$ cat src/hw/rtl/lphi_pkg.sv
`timescale 1ns / 1ps

package lphi_pkg;

	// table geometry
	localparam int TABLE_DEPTH = 16384;
	localparam int SLOT_W      = $clog2(TABLE_DEPTH);
	localparam int CNT_W       = SLOT_W + 1;
	localparam int VALUE_W     = 31;
	localparam int SIZE_W      = 15;

	// occupancy memory is kept as rows of bits
	localparam int ROW_BITS  = 32;
	localparam int ROW_IDX_W = $clog2(ROW_BITS);
	localparam int ROWS      = TABLE_DEPTH / ROW_BITS;
	localparam int ROW_W     = $clog2(ROWS);

	// home slot divider: four quotient bits per cycle
	localparam int DIV_W      = VALUE_W + 1;
	localparam int DIV_DIGITS = 4;
	localparam int DIV_CNT_W  = $clog2(DIV_W / DIV_DIGITS);

	// configuration space
	localparam int DATA_W = 32;
	localparam int ADDR_W = 3;
	localparam logic [ADDR_W-3:0] REG_TABLE_SIZE = '0;
	localparam logic [SIZE_W-1:0] SIZE_RESET     = SIZE_W'(10007);

	typedef enum logic [1:0] {
		STATUS_HOME   = 2'd0,
		STATUS_PROBED = 2'd1,
		STATUS_FULL   = 2'd2
	} status_t;

	typedef enum logic [1:0] {
		F_IDLE,
		F_DIV,
		F_HOLD
	} front_state_t;

	typedef enum logic [1:0] {
		B_CLEAR,
		B_IDLE,
		B_FETCH,
		B_TEST
	} back_state_t;

	// one insert job handed from front to back
	typedef struct packed {
		logic [VALUE_W-1:0] value;
		logic [SLOT_W-1:0]  home;
		logic [SIZE_W-1:0]  size;
	} job_t;

	typedef struct packed {
		logic [SLOT_W-1:0] slot;
		status_t           status;
		logic [CNT_W-1:0]  probes;
		logic [CNT_W-1:0]  occupancy;
	} result_t;

	// zero counts as one slot, anything past the depth as the full depth
	function automatic logic [SIZE_W-1:0] eff_size(input logic [SIZE_W-1:0] r);
		logic [SIZE_W-1:0] s;
		s = r;
		if (r == '0)
			s = SIZE_W'(1);
		else if (r > SIZE_W'(TABLE_DEPTH))
			s = SIZE_W'(TABLE_DEPTH);
		return s;
	endfunction

endpackage

$ cat src/hw/rtl/lphi_front.sv
`timescale 1ns / 1ps

module lphi_front (
	input  logic                           clk,
	input  logic                           arst_n,
	input  logic                           push,
	input  logic [lphi_pkg::VALUE_W-1:0]   key,
	input  logic [lphi_pkg::SIZE_W-1:0]    size,
	input  logic                           clearing,
	output logic                           full,
	output logic                           job_valid,
	output lphi_pkg::job_t                 job,
	input  logic                           job_pop
);

	lphi_pkg::front_state_t state_q, state_nxt;

	logic [lphi_pkg::VALUE_W-1:0]   val_q;
	logic [lphi_pkg::DIV_W-1:0]     dvd_q, dvd_nxt;
	logic [lphi_pkg::SIZE_W-1:0]    rem_q, rem_nxt;
	logic [lphi_pkg::SIZE_W-1:0]    size_q;
	logic [lphi_pkg::DIV_CNT_W-1:0] div_cnt_q;

	lphi_pkg::job_t q_mem_q [2];
	logic           q_wr_q, q_rd_q;
	logic [1:0]     q_cnt_q;

	logic accept, q_push, div_done;

	// restoring division, several quotient bits per cycle; only the remainder is kept
	always_comb begin
		logic [lphi_pkg::SIZE_W:0]  r;
		logic [lphi_pkg::DIV_W-1:0] d;
		r = {1'b0, rem_q};
		d = dvd_q;
		for (int k = 0; k < lphi_pkg::DIV_DIGITS; k++) begin
			r = {r[lphi_pkg::SIZE_W-1:0], d[lphi_pkg::DIV_W-1]};
			d = {d[lphi_pkg::DIV_W-2:0], 1'b0};
			if (r >= {1'b0, size_q})
				r = r - {1'b0, size_q};
		end
		rem_nxt = r[lphi_pkg::SIZE_W-1:0];
		dvd_nxt = d;
	end

	assign full     = clearing || (state_q != lphi_pkg::F_IDLE);
	assign accept   = push && !full;
	assign div_done = (div_cnt_q == {lphi_pkg::DIV_CNT_W{1'b1}});

	// state register
	always_ff @(posedge clk or negedge arst_n) begin
		if (!arst_n)
			state_q <= lphi_pkg::F_IDLE;
		else
			state_q <= state_nxt;
	end

	// next state
	always_comb begin
		state_nxt = state_q;
		q_push    = 1'b0;
		unique case (state_q)
			lphi_pkg::F_IDLE: begin
				if (accept)
					state_nxt = lphi_pkg::F_DIV;
			end
			lphi_pkg::F_DIV: begin
				if (div_done)
					state_nxt = lphi_pkg::F_HOLD;
			end
			lphi_pkg::F_HOLD: begin
				if (q_cnt_q != 2'd2) begin
					q_push    = 1'b1;
					state_nxt = lphi_pkg::F_IDLE;
				end
			end
			default: state_nxt = lphi_pkg::F_IDLE;
		endcase
	end

	// divider counter
	always_ff @(posedge clk or negedge arst_n) begin
		if (!arst_n)
			div_cnt_q <= '0;
		else if (accept)
			div_cnt_q <= '0;
		else if (state_q == lphi_pkg::F_DIV)
			div_cnt_q <= div_cnt_q + lphi_pkg::DIV_CNT_W'(1);
	end

	// divider datapath
	always_ff @(posedge clk) begin
		if (accept) begin
			val_q  <= key;
			dvd_q  <= lphi_pkg::DIV_W'(key);
			rem_q  <= '0;
			size_q <= size;
		end else if (state_q == lphi_pkg::F_DIV) begin
			dvd_q <= dvd_nxt;
			rem_q <= rem_nxt;
		end
	end

	// two-word job queue toward the back end
	always_ff @(posedge clk or negedge arst_n) begin
		if (!arst_n) begin
			q_wr_q  <= 1'b0;
			q_rd_q  <= 1'b0;
			q_cnt_q <= '0;
		end else begin
			if (q_push)
				q_wr_q <= !q_wr_q;
			if (job_pop)
				q_rd_q <= !q_rd_q;
			case ({q_push, job_pop})
				2'b10:   q_cnt_q <= q_cnt_q + 2'd1;
				2'b01:   q_cnt_q <= q_cnt_q - 2'd1;
				default: q_cnt_q <= q_cnt_q;
			endcase
		end
	end

	always_ff @(posedge clk) begin
		if (q_push)
			q_mem_q[q_wr_q] <= '{value: val_q,
			                     home: rem_q[lphi_pkg::SLOT_W-1:0],
			                     size: size_q};
	end

	assign job_valid = (q_cnt_q != 2'd0);
	assign job       = q_mem_q[q_rd_q];

endmodule

$ cat config.mk
export PLATFORM = sky130hd
export DESIGN_NAME = lphi_front
export DESIGN_NICKNAME = d
export VERILOG_FILES = /design/src/hw/rtl/lphi_pkg.sv /design/src/hw/rtl/lphi_front.sv
export SDC_FILE = /design/constraint.sdc
export NUM_CORES = 1
export LEC_CHECK = 0
export BUFFER_PORTS_ARGS = -buffer_cell sky130_fd_sc_hd__buf_2
export CAP_MARGIN = 20
export CORE_MARGIN = 5
export CORE_UTILIZATION = 47
export DETAILED_ROUTE_END_ITERATION = 16
export PLACE_DENSITY = 0.68
export SYNTH_ARGS = -nofsm -noshare
export SYNTH_HDL_FRONTEND = slang
export SYNTH_SLANG_ARGS = --single-unit
$ cat constraint.sdc
create_clock -name clk -period 9.4 [get_ports clk]
set_input_delay 1.41 -clock clk [delete_from_list [all_inputs] [get_ports clk]]
set_output_delay 1.41 -clock clk [all_outputs]
set_load 0.02 [all_outputs]
==> results of run 1 <==
==> synth_stat cells, types with 2 or more instances <==
| master | n |
|---|---|
| and3_1 | 8 |
| nand2_1 | 122 |
| nand2b_1 | 10 |
| o21bai_1 | 4 |
| buf_2 | 3 |
| a41oi_1 | 3 |
| a21o_1 | 14 |
| a31o_2 | 2 |
| buf_1 | 3 |
| nor3b_1 | 2 |
| dfxtp_1 | 16 |
| a211oi_1 | 5 |
| nand3_1 | 18 |
| edfxtp_1 | 197 |
| clkbuf_1 | 18 |
| or2_2 | 2 |
| or3_1 | 5 |
| nor2_1 | 45 |
| inv_1 | 41 |
| xor2_1 | 12 |
| a31oi_1 | 10 |
| xnor2_1 | 35 |
| a21oi_1 | 42 |
| nand3b_1 | 5 |
| o311ai_2 | 3 |
| dfrtp_1 | 9 |
| a311o_1 | 2 |
| fa_1 | 4 |
| nor3_1 | 15 |
| o21ai_1 | 3 |
| mux2i_1 | 7 |
| o31ai_1 | 4 |
| o2111ai_1 | 5 |
| mux2_2 | 83 |
| o21ai_0 | 36 |
| nor4_1 | 3 |
| o211ai_1 | 9 |
| and2_1 | 6 |
| o211ai_2 | 2 |
| nand4_1 | 20 |
| nor2b_1 | 12 |
| ha_1 | 63 |
| o21a_1 | 14 |
==> final cells by class <==
| type | instances | share of cell area, % |
|---|---|---|
| sequential | 222 | 47.4 |
| clock inverter | 13 | 1.02 |
| antenna | 1 | 0.0183 |
| timing repair buffer | 158 | 6.79 |
| inverter | 41 | 1.13 |
| clock buffer | 28 | 4.35 |
| multi-input combinational | 657 | 36.4 |
| tap | 324 | 2.97 |
==> per-layer routing <==
layer / wire, um / share of wire [%] / up-vias
met3: 1900 / 7.0 / 40
met5: 0 / 0 / -
met2: 12200 / 45 / 254
met4: 568 / 2.1 / 0
li1: - / - / 3863
met1: 12400 / 46 / 3878
==> flip-flops by register name, indices dropped and copies added, names as in the netlist <==
register / count
q_rd_q: 1
rem_q: 15
q_mem_q: 120
size_q: 15
dvd_q: 32
val_q: 31
div_cnt_q: 3
q_cnt_q: 2
q_wr_q: 1
state_q: 2
==> worst max-delay path by stage <==
| stage | start | endpoint | slack, ns | depth (start not counted) |
|---|---|---|---|---|
| after floorplan | size_q[1] | rem_q[4] | 0.03 | 39 |
| after CTS | size_q[5] | rem_q[14] | 0.09 | 40 |
| final | size_q[5] | rem_q[12] | 0.38 | 39 |
| after global routing | size_q[5] | rem_q[8] | -0.01 | 39 |
| after global placement | size_q[13] | rem_q[14] | 0.06 | 40 |
| after detailed placement | size_q[5] | rem_q[14] | -0.19 | 40 |
==> cells by family after synthesis <==
family          count (synthesis)  share of synthesized area [%]
flops                         222                           56.0
mux                            91                           8.80
fa+ha+maj                      67                           7.52
xor+xnor                       47                           3.57
compound gates                176                           10.7
buf+inv                        67                           2.31
simple gates                  276                           11.2
==> repair_timing <==
action,in CTS,in global routing
hold buffers,0,0
pin swaps,1,8
cloned,0,1
setup buffers,1,10
resized for setup,3,35
setup endpoints to repair,14,15
==> stage by stage <==
step	area, um2	setup WS (ns)	utilization (%)	hold WS, ns	setup TNS (ns)
CTS	13400	0.0907	55.4	0.442	0
global route	13600	-0.0123	56.3	0.455	-0.0178
global placement	12700	0.0571	52.3	0.422	0
floorplan	11500	0.0275	-	0.418	0
finish	13600	0.377	56.3	0.444	0
detailed placement	12700	-0.190	52.3	0.429	-1.92
==> worst max-delay path: cells and delay by family (launching register included) <==
kind                       cells  cell delay [ns]
AOI/OAI and AO/OA             21             4.16
and+or+nand+nor                8             1.44
buffers and inverters          4             0.66
muxes                          2             0.68
adders and majority gates      4             1.47
DFF                            1             0.43
==> impl_metrics.toml, run 1 <==
[outcome]
outcome = "complete, no violations"

[floorplanning]
io_pins = 113
die_w_um = 167
die_h_um = 167
std_cell_rows = 57
core_mm2 = 0.0242
die_area_mm2 = 0.0278
start_util_pct = 47.6

[sta]
min_period_ns = 9.02
max_slew.worst_pin.slew_ns = 0.964
maxSlewHeadroom_pct = 35.7
hold_violations = 0
finalClockSkew_ns = 0.0234
finalSetupViolations = 0
min_period_over_period_pct = 96.0
fmax_mhz = 111
maxSlewViolCount = 0

[grt]
grt_use_total_pct = 19.0
grt_pass1_vias = 7789
antenna_found_initial = 1
gr-total-overflow = 0
gr-usage-met1_pct = 27.7
grt-busiest-layer = "met2"
grt.met3_usage_pct = 3.08
use_met2_pct = 29.8
grt_max_degree = 77
grt_pass1_wl_um = 42500

[critical_path]
cp_slowest_stage_delay_ns = 0.50
crit_slowest_cell = "fa_1"
cp-end-kind = "flop"
worstPathMaxFanout = 22
crit_top_cell = "a21o_1"
r2r_cells = 39
critPathRequiredTime_ns = 9.78
cp-start-kind = "flop"
r2r-end = "rem_q[12]"
critPathKind = "reg2reg"
reg2reg_from = "size_q[5]"
crit_arrival_ns = 9.41
reg2reg_setup_slack_ns = 0.38

[detailed_routing]
first_iter_violations = 672
ant_nets = 0
post_drt_wl_per_cell_um = 18.8
route.vias.total = 8035
drt_first_pass_iters = 7
drcViolationCount = 0
routed_wl_um = 27100
viasPerCell = 5.56

[worst_hold_path]
min_to = "q_mem_q[1][56]"
worst_hold_path_type = "reg2reg"
worstHoldPathCells = 0
hp-start = "val_q[27]"

[logic_synthesis]
synth_warnings = 0
synth.top_cell.area_share_pct = 51.2
synth-edff-count = 197
synth.largest_area_cell = "edfxtp_1"
syn_area_mm2 = 0.0115
avgSynthCellArea_um2 = 12.2
ys_top_cells_by_area = "edfxtp_1 51%, mux2_2 8.1%, ha_1 6.8%"
synth_nets = 1064
synth-seq-cells = 222
synth-main-ff-cell = "edfxtp_1"
synth_seq_area_share_pct = 56.0
synth-async-reset-ratio_pct = 4.05
synth_cells = 946
synth.distinct_cells = 67

[finish]
stdcell_count = 1444
n_fill_cell = 2012
fin_nets = 1221
layout_commonest_cell = "edfxtp_1"
final_cell_mix = "197 x edfxtp_1, 122 x nand2_1, 113 x buf_2"
drive_gt1_share_pct = 28.3
multi_input_area_mm2 = 0.00496
syn_to_final_growth_pct = 18.2
regArea_mm2 = 0.00646

[clock_network]
clock-sinks = 222
path_clk_slew_ns = 0.06
clk_path_buf_depth = 3
clock_latency_ns = 0.53
cts_root_buf = "clkbuf_16"
numCtsBuffers = 23
tritoncts = "built"
h-tree-depth = 1

[placed_design]
place_inst = 1390
port_buffers = 112
gp_congestion = 0.958
dp_hpwl_um = 19600

[run]
cap_violations = 0
Power of run 1 is not shown: default switching activity piles up to over one toggle a cycle in this logic, so the estimate is an artifact.
==> run 2: changes to the inputs <==
- ABC_AREA: default -> 1
- GPL_TIMING_DRIVEN: default -> 0
- PLACE_DENSITY: 0.68 -> 0.66
- clock period: 9.4 -> 8.41 ns (I/O delays scaled with it)
==> run 2 against run 1 <==
Against the previous run: die area grew 4.0%; core utilization shrank 0.48 points; global-route usage grew 1.1 points; fmax grew 14%; non-clock buffer count shrank 2; clock skew shrank 0.0032 ns; worst hold slack lost 0.0062 ns; synthesized area grew 4.2%; worst setup slack gained 0.12 ns; first-iteration DRC count grew 5.5%; critical path depth grew 14; final area grew 3.0%.
==> impl_metrics.toml, run 2 <==
[floorplanning]
core_mm2 = 0.0252
die_area_mm2 = 0.0289
die_h_um = 170
std_cell_rows = 58
start_util_pct = 47.8
die_w_um = 170
io_pins = 113

[finish]
largest_reg_flops = 120
reg.largest.list = "q_mem_q: 120 flops, dvd_q: 32 flops, val_q: 31 flops"
syn_to_final_growth_pct = 16.8
drive_gt1_share_pct = 22.4
n_fill_cell = 2200
stdcell_count = 1699
multi_input_area_mm2 = 0.00499
regArea_mm2 = 0.00646
final_cell_mix = "346 x nand2_1, 197 x edfxtp_1, 139 x inv_1"
max_flop_register = "q_mem_q"
layout_commonest_cell = "nand2_1"
fin_nets = 1472
postLayoutCellArea_mm2 = 0.0141

[placed_design]
place_area_mm2 = 0.0132
gp_congestion = 0.991
port_buffers = 112
dp_hpwl_um = 22100
place_inst = 1648

[grt]
grt_pass1_wl_um = 45700
grt_use_total_pct = 20.1
grt_pass1_vias = 8457
grt_max_degree = 42
gr-total-overflow = 0
antenna_found_initial = 1

[sta]
finalSetupViolations = 0
min_period_over_period_pct = 94.0
finalClockSkew_ns = 0.0202
fmax_mhz = 126
maxSlewHeadroom_pct = 55.0
min_period_ns = 7.91
hold_violations = 0
maxSlewViolCount = 0
max_slew.worst_pin.slew_ns = 0.674

[clock_network]
clk_path_buf_depth = 3
clock-sinks = 222
h-tree-depth = 1
cts_root_buf = "clkbuf_16"
numCtsBuffers = 22
clock_latency_ns = 0.50
tritoncts = "built"
path_clk_slew_ns = 0.06

[critical_path]
worstPathMaxFanout = 10
cp_slowest_stage_delay_ns = 0.45
worst_path_dominant_cell_family = "simple AND/OR/NAND/NOR gates"
cp-start-kind = "flop"
crit_buf_inv = 9
cp_num_cells = 53
critPathKind = "reg2reg"
r2r_cells = 53
crit_top_cell = "nand2_1"
crit_slowest_cell = "edfxtp_1"
critPathRequiredTime_ns = 8.85
cp-end-kind = "flop"
crit_arrival_ns = 8.35

[detailed_routing]
ant_nets = 0
viasPerCell = 5.20
drt_first_pass_iters = 5
post_drt_wl_per_cell_um = 17.2
first_iter_violations = 709
route.vias.total = 8831
drcViolationCount = 0
routed_wl_um = 29300

[logic_synthesis]
synthSimpleGateAreaFrac_pct = 18.9
synth-main-ff-cell = "edfxtp_1"
synthTopCellsByCount = "347 x nand2_1, 197 x edfxtp_1, 144 x inv_1, 80 x nand3_1, 63 x ha_1"
synth_nets = 1318
synth.largest_area_cell = "edfxtp_1"
synth-edff-count = 197
yosys-mux-area-fraction_pct = 5.61
synth.top_cell.area_share_pct = 49.2
synth_top_family_by_area = "simple AND/OR/NAND/NOR gates"
syn_area_mm2 = 0.0120
yosysMostFrequentCell = "nand2_1"
synth-seq-cells = 222
synth_compound_area_share_pct = 5.28
synth_warnings = 0
synth_seq_area_share_pct = 53.7
synth-async-reset-ratio_pct = 4.05
synth_cells = 1200
synthAdderAreaFrac_pct = 7.22
synth_xor_area_share_pct = 3.48
ys_top_cells_by_area = "edfxtp_1 49%, nand2_1 11%, ha_1 6.6%"
avgSynthCellArea_um2 = 10.0
synth.distinct_cells = 52

[run]
cap_violations = 0

[outcome]
outcome = "complete, no violations"

[worst_hold_path]
worstHoldPathCells = 0
worst_hold_path_type = "reg2reg"
run 2: cell count changes after synthesis, moves of 11 or more:
cell and change:
xor2_1 +12, nand2_1 +225, inv_1 +103, nand2_2 +16
xnor2_1 -13, nand3_1 +62, o21a_1 -12, o21ai_0 -11
nand4_1 -14, nor2b_1 -12, mux2_2 -23
run 2: final cells by class:
class	count	share of cell area, %
clock buffers	29	4.26
flip-flops and latches	222	46.0
well taps	330	2.94
repair buffers	131	5.59
plain buffers	25	1.16
multi-input cells	802	35.5
clock inverters	9	0.507
diodes	1	0.0178
inverters	150	4.03
run 2: path summary, 6_finish.rpt:
kind                                 from             end  slack (ns)
max in group asynchronous          arst_n          q_rd_q        7.61
min in group asynchronous          arst_n      q_cnt_q[0]        0.60
worst min-delay path            val_q[13]  q_mem_q[0][42]        0.44
worst min register to register  val_q[13]  q_mem_q[0][42]        0.44
worst max register to register  size_q[0]        rem_q[7]        0.50
worst max-delay path            size_q[0]        rem_q[7]        0.50
run 2: cell families (layout without fill, tap and decap cells):
group | after synthesis | in the layout
fa+ha+maj | 67 | 67
xor+xnor | 47 | 47
flops | 222 | 222
simple gates | 523 | 523
mux | 60 | 60
other cells | 0 | 1
buf+inv | 176 | 344
compound gates | 105 | 105
run 2: metal layers:
metal  part of all wire [%]  global-route usage, %  wire (um)
met1                     46                   29.9      13400
met2                     46                   31.5      13400
met3                    6.1                   2.67       1800
met4                    2.2                   4.93        638
met5                      0                      0          0
run 2: through the flow:
step	util (%)	hold slack, ns	setup WS (ns)	TNS, ns
after floorplan	-	0.421	1.17	0
after global placement	51.7	0.422	-0.743	-9.59
after detailed placement	52.2	0.432	-0.819	-10.89
after CTS	55.1	0.441	0.0366	0
after global routing	55.8	0.455	-0.0655	-0.168
final	55.8	0.438	0.501	0
run 2: timing repair:
| item | 4_1_cts | 5_1_grt |
|---|---|---|
| buffers inserted | 2 | 11 |
| hold buffers | 0 | 0 |
| hold endpoints to repair | 0 | 0 |
| endpoints found under the setup margin | 15 | 15 |
| pin swaps | 0 | 7 |
| gates resized for setup | 17 | 34 |
Power of run 2 is left out for the same reason.
==> run 3: changes to the inputs <==
- CORE_UTILIZATION: 47 -> 50
- PLACE_DENSITY: 0.66 -> 0.69
==> run 3 against run 2 <==
Against the previous run: core utilization is 4.3 points higher; cell count is 0.29% lower; clock skew is 0.0084 ns lower; non-clock buffer count is 2 higher; critical path type unchanged; fmax is 0.95% lower; clock-buffer cell count is 4 higher; largest cell class unchanged; register-to-register slack worse by 0.08 ns; die area is 5.7% lower.
==> impl_metrics.toml, run 3 (synthesized netlist as in run 2, its figures left out) <==
[floorplanning]
die_h_um = 165
die_w_um = 165
die_area_mm2 = 0.0273
core_mm2 = 0.0236
io_pins = 113
std_cell_rows = 56
start_util_pct = 51.0

[worst_hold_path]
worst_hold_path_type = "reg2reg"
min_to = "q_mem_q[0][39]"
worstHoldPathCells = 0
hp-start = "val_q[10]"

[detailed_routing]
routed_wl_um = 28800
viasPerCell = 5.19
drcViolationCount = 0
route.vias.total = 8798
ant_nets = 0
drt_first_pass_iters = 5
post_drt_wl_per_cell_um = 17.0
first_iter_violations = 699

[critical_path]
cp_slowest_stage_delay_ns = 0.47
r2r-end = "rem_q[9]"
crit_arrival_ns = 8.43
reg2reg_from = "size_q[1]"
r2r_cells = 54
worstPathMaxFanout = 10
crit_top_cell = "nand2_1"
critPathRequiredTime_ns = 8.86
cp-start-kind = "flop"
critPathKind = "reg2reg"
cp-end-kind = "flop"
crit_slowest_cell = "edfxtp_1"
reg2reg_setup_slack_ns = 0.43
crit_buf_inv = 11
worst_path_dominant_cell_family = "simple AND/OR/NAND/NOR gates"

[placed_design]
port_buffers = 112
gp_congestion = 0.968
place_inst = 1637
dp_hpwl_um = 21500
place_area_mm2 = 0.0132

[clock_network]
clk_path_buf_depth = 3
h-tree-depth = 1
clock-sinks = 222
cts_root_buf = "clkbuf_16"
path_clk_slew_ns = 0.06
clock_latency_ns = 0.51
numCtsBuffers = 23
tritoncts = "built"

[finish]
reg.largest.list = "q_mem_q: 120 flops, dvd_q: 32 flops, val_q: 31 flops"
drive_gt1_share_pct = 23.2
stdcell_count = 1694
syn_to_final_growth_pct = 18.0
largest_reg_flops = 120
fin_nets = 1476
antenna_cells = 0
n_fill_cell = 2029
layout_commonest_cell = "nand2_1"
final_cell_mix = "346 x nand2_1, 197 x edfxtp_1, 138 x inv_1"
max_flop_register = "q_mem_q"
postLayoutCellArea_mm2 = 0.0142

[sta]
fmax_mhz = 125
finalClockSkew_ns = 0.0118
hold_violations = 0
min_period_ns = 7.98
setup_tns_ns = 0
maxSlewHeadroom_pct = 50.1
min_period_over_period_pct = 94.9
max_slew.worst_pin.slew_ns = 0.747
maxSlewViolCount = 0
finalSetupViolations = 0

[outcome]
outcome = "complete, no violations"

[grt]
grt_max_degree = 39
antenna_found_initial = 0
grt_use_total_pct = 21.0
gr-total-overflow = 0
grt_pass1_wl_um = 44500
grt_pass1_vias = 8461

[run]
cap_violations = 0
-- run 3: layer usage --
metal | vias to the layer above | global-route usage [%] | wire length (um)
li1 | 4347 | - | -
met1 | 4137 | 30.4 | 13000
met4 | 0 | 5.94 | 822
met5 | - | 0 | 0
met3 | 50 | 3.13 | 2000
met2 | 264 | 33.2 | 12900
-- run 3: final cells by class --
type	count	area (um2)	share of cell area, %
Tap cell	319	399	2.81
Sequential cell	222	6460	45.5
Multi-Input combinational cell	803	5070	35.7
Inverter	150	578	4.07
Clock inverter	9	75.1	0.529
Clock buffer	33	643	4.53
Buffer	25	163	1.15
Timing Repair Buffer	133	816	5.74
-- run 3: worst register-to-register path, delay by kind of cell, from the launching register on --
kind / cells / cell delay (ns)
fa+ha+maj: 4 / 1.33
compound gates: 12 / 1.98
simple gates: 27 / 2.63
flops: 1 / 0.47
buf+inv: 11 / 1.50
-- run 3: worst max path at each step --
stage | start | endpoint | slack, ns | cells past startpoint
CTS | size_q[0] | rem_q[9] | 0.02 | 53
global placement | size_q[1] | rem_q[9] | -0.91 | 50
finish | size_q[1] | rem_q[9] | 0.43 | 54
floorplan | size_q[1] | rem_q[5] | 1.17 | 50
detailed placement | size_q[1] | rem_q[9] | -0.96 | 50
global route | size_q[1] | rem_q[9] | -0.02 | 55
-- run 3: what timing repair did --
action	CTS	global route
gates cloned	0	1
buffers inserted	6	9
gates resized for setup	17	43
hold buffers	0	0
pin swaps	1	5
setup endpoints to repair	15	15
-- run 3: stage by stage --
step	utilization, %	hold WS, ns	worst slack (ns)
6_report	60.2	0.442	0.425
4_1_cts	59.1	0.444	0.0167
5_1_grt	60.2	0.458	-0.0183
2_1_floorplan	-	0.421	1.17
3_5_place_dp	55.7	0.430	-0.959
3_3_place_gp	55.0	0.422	-0.909
Power of run 3 is left out for the same reason.
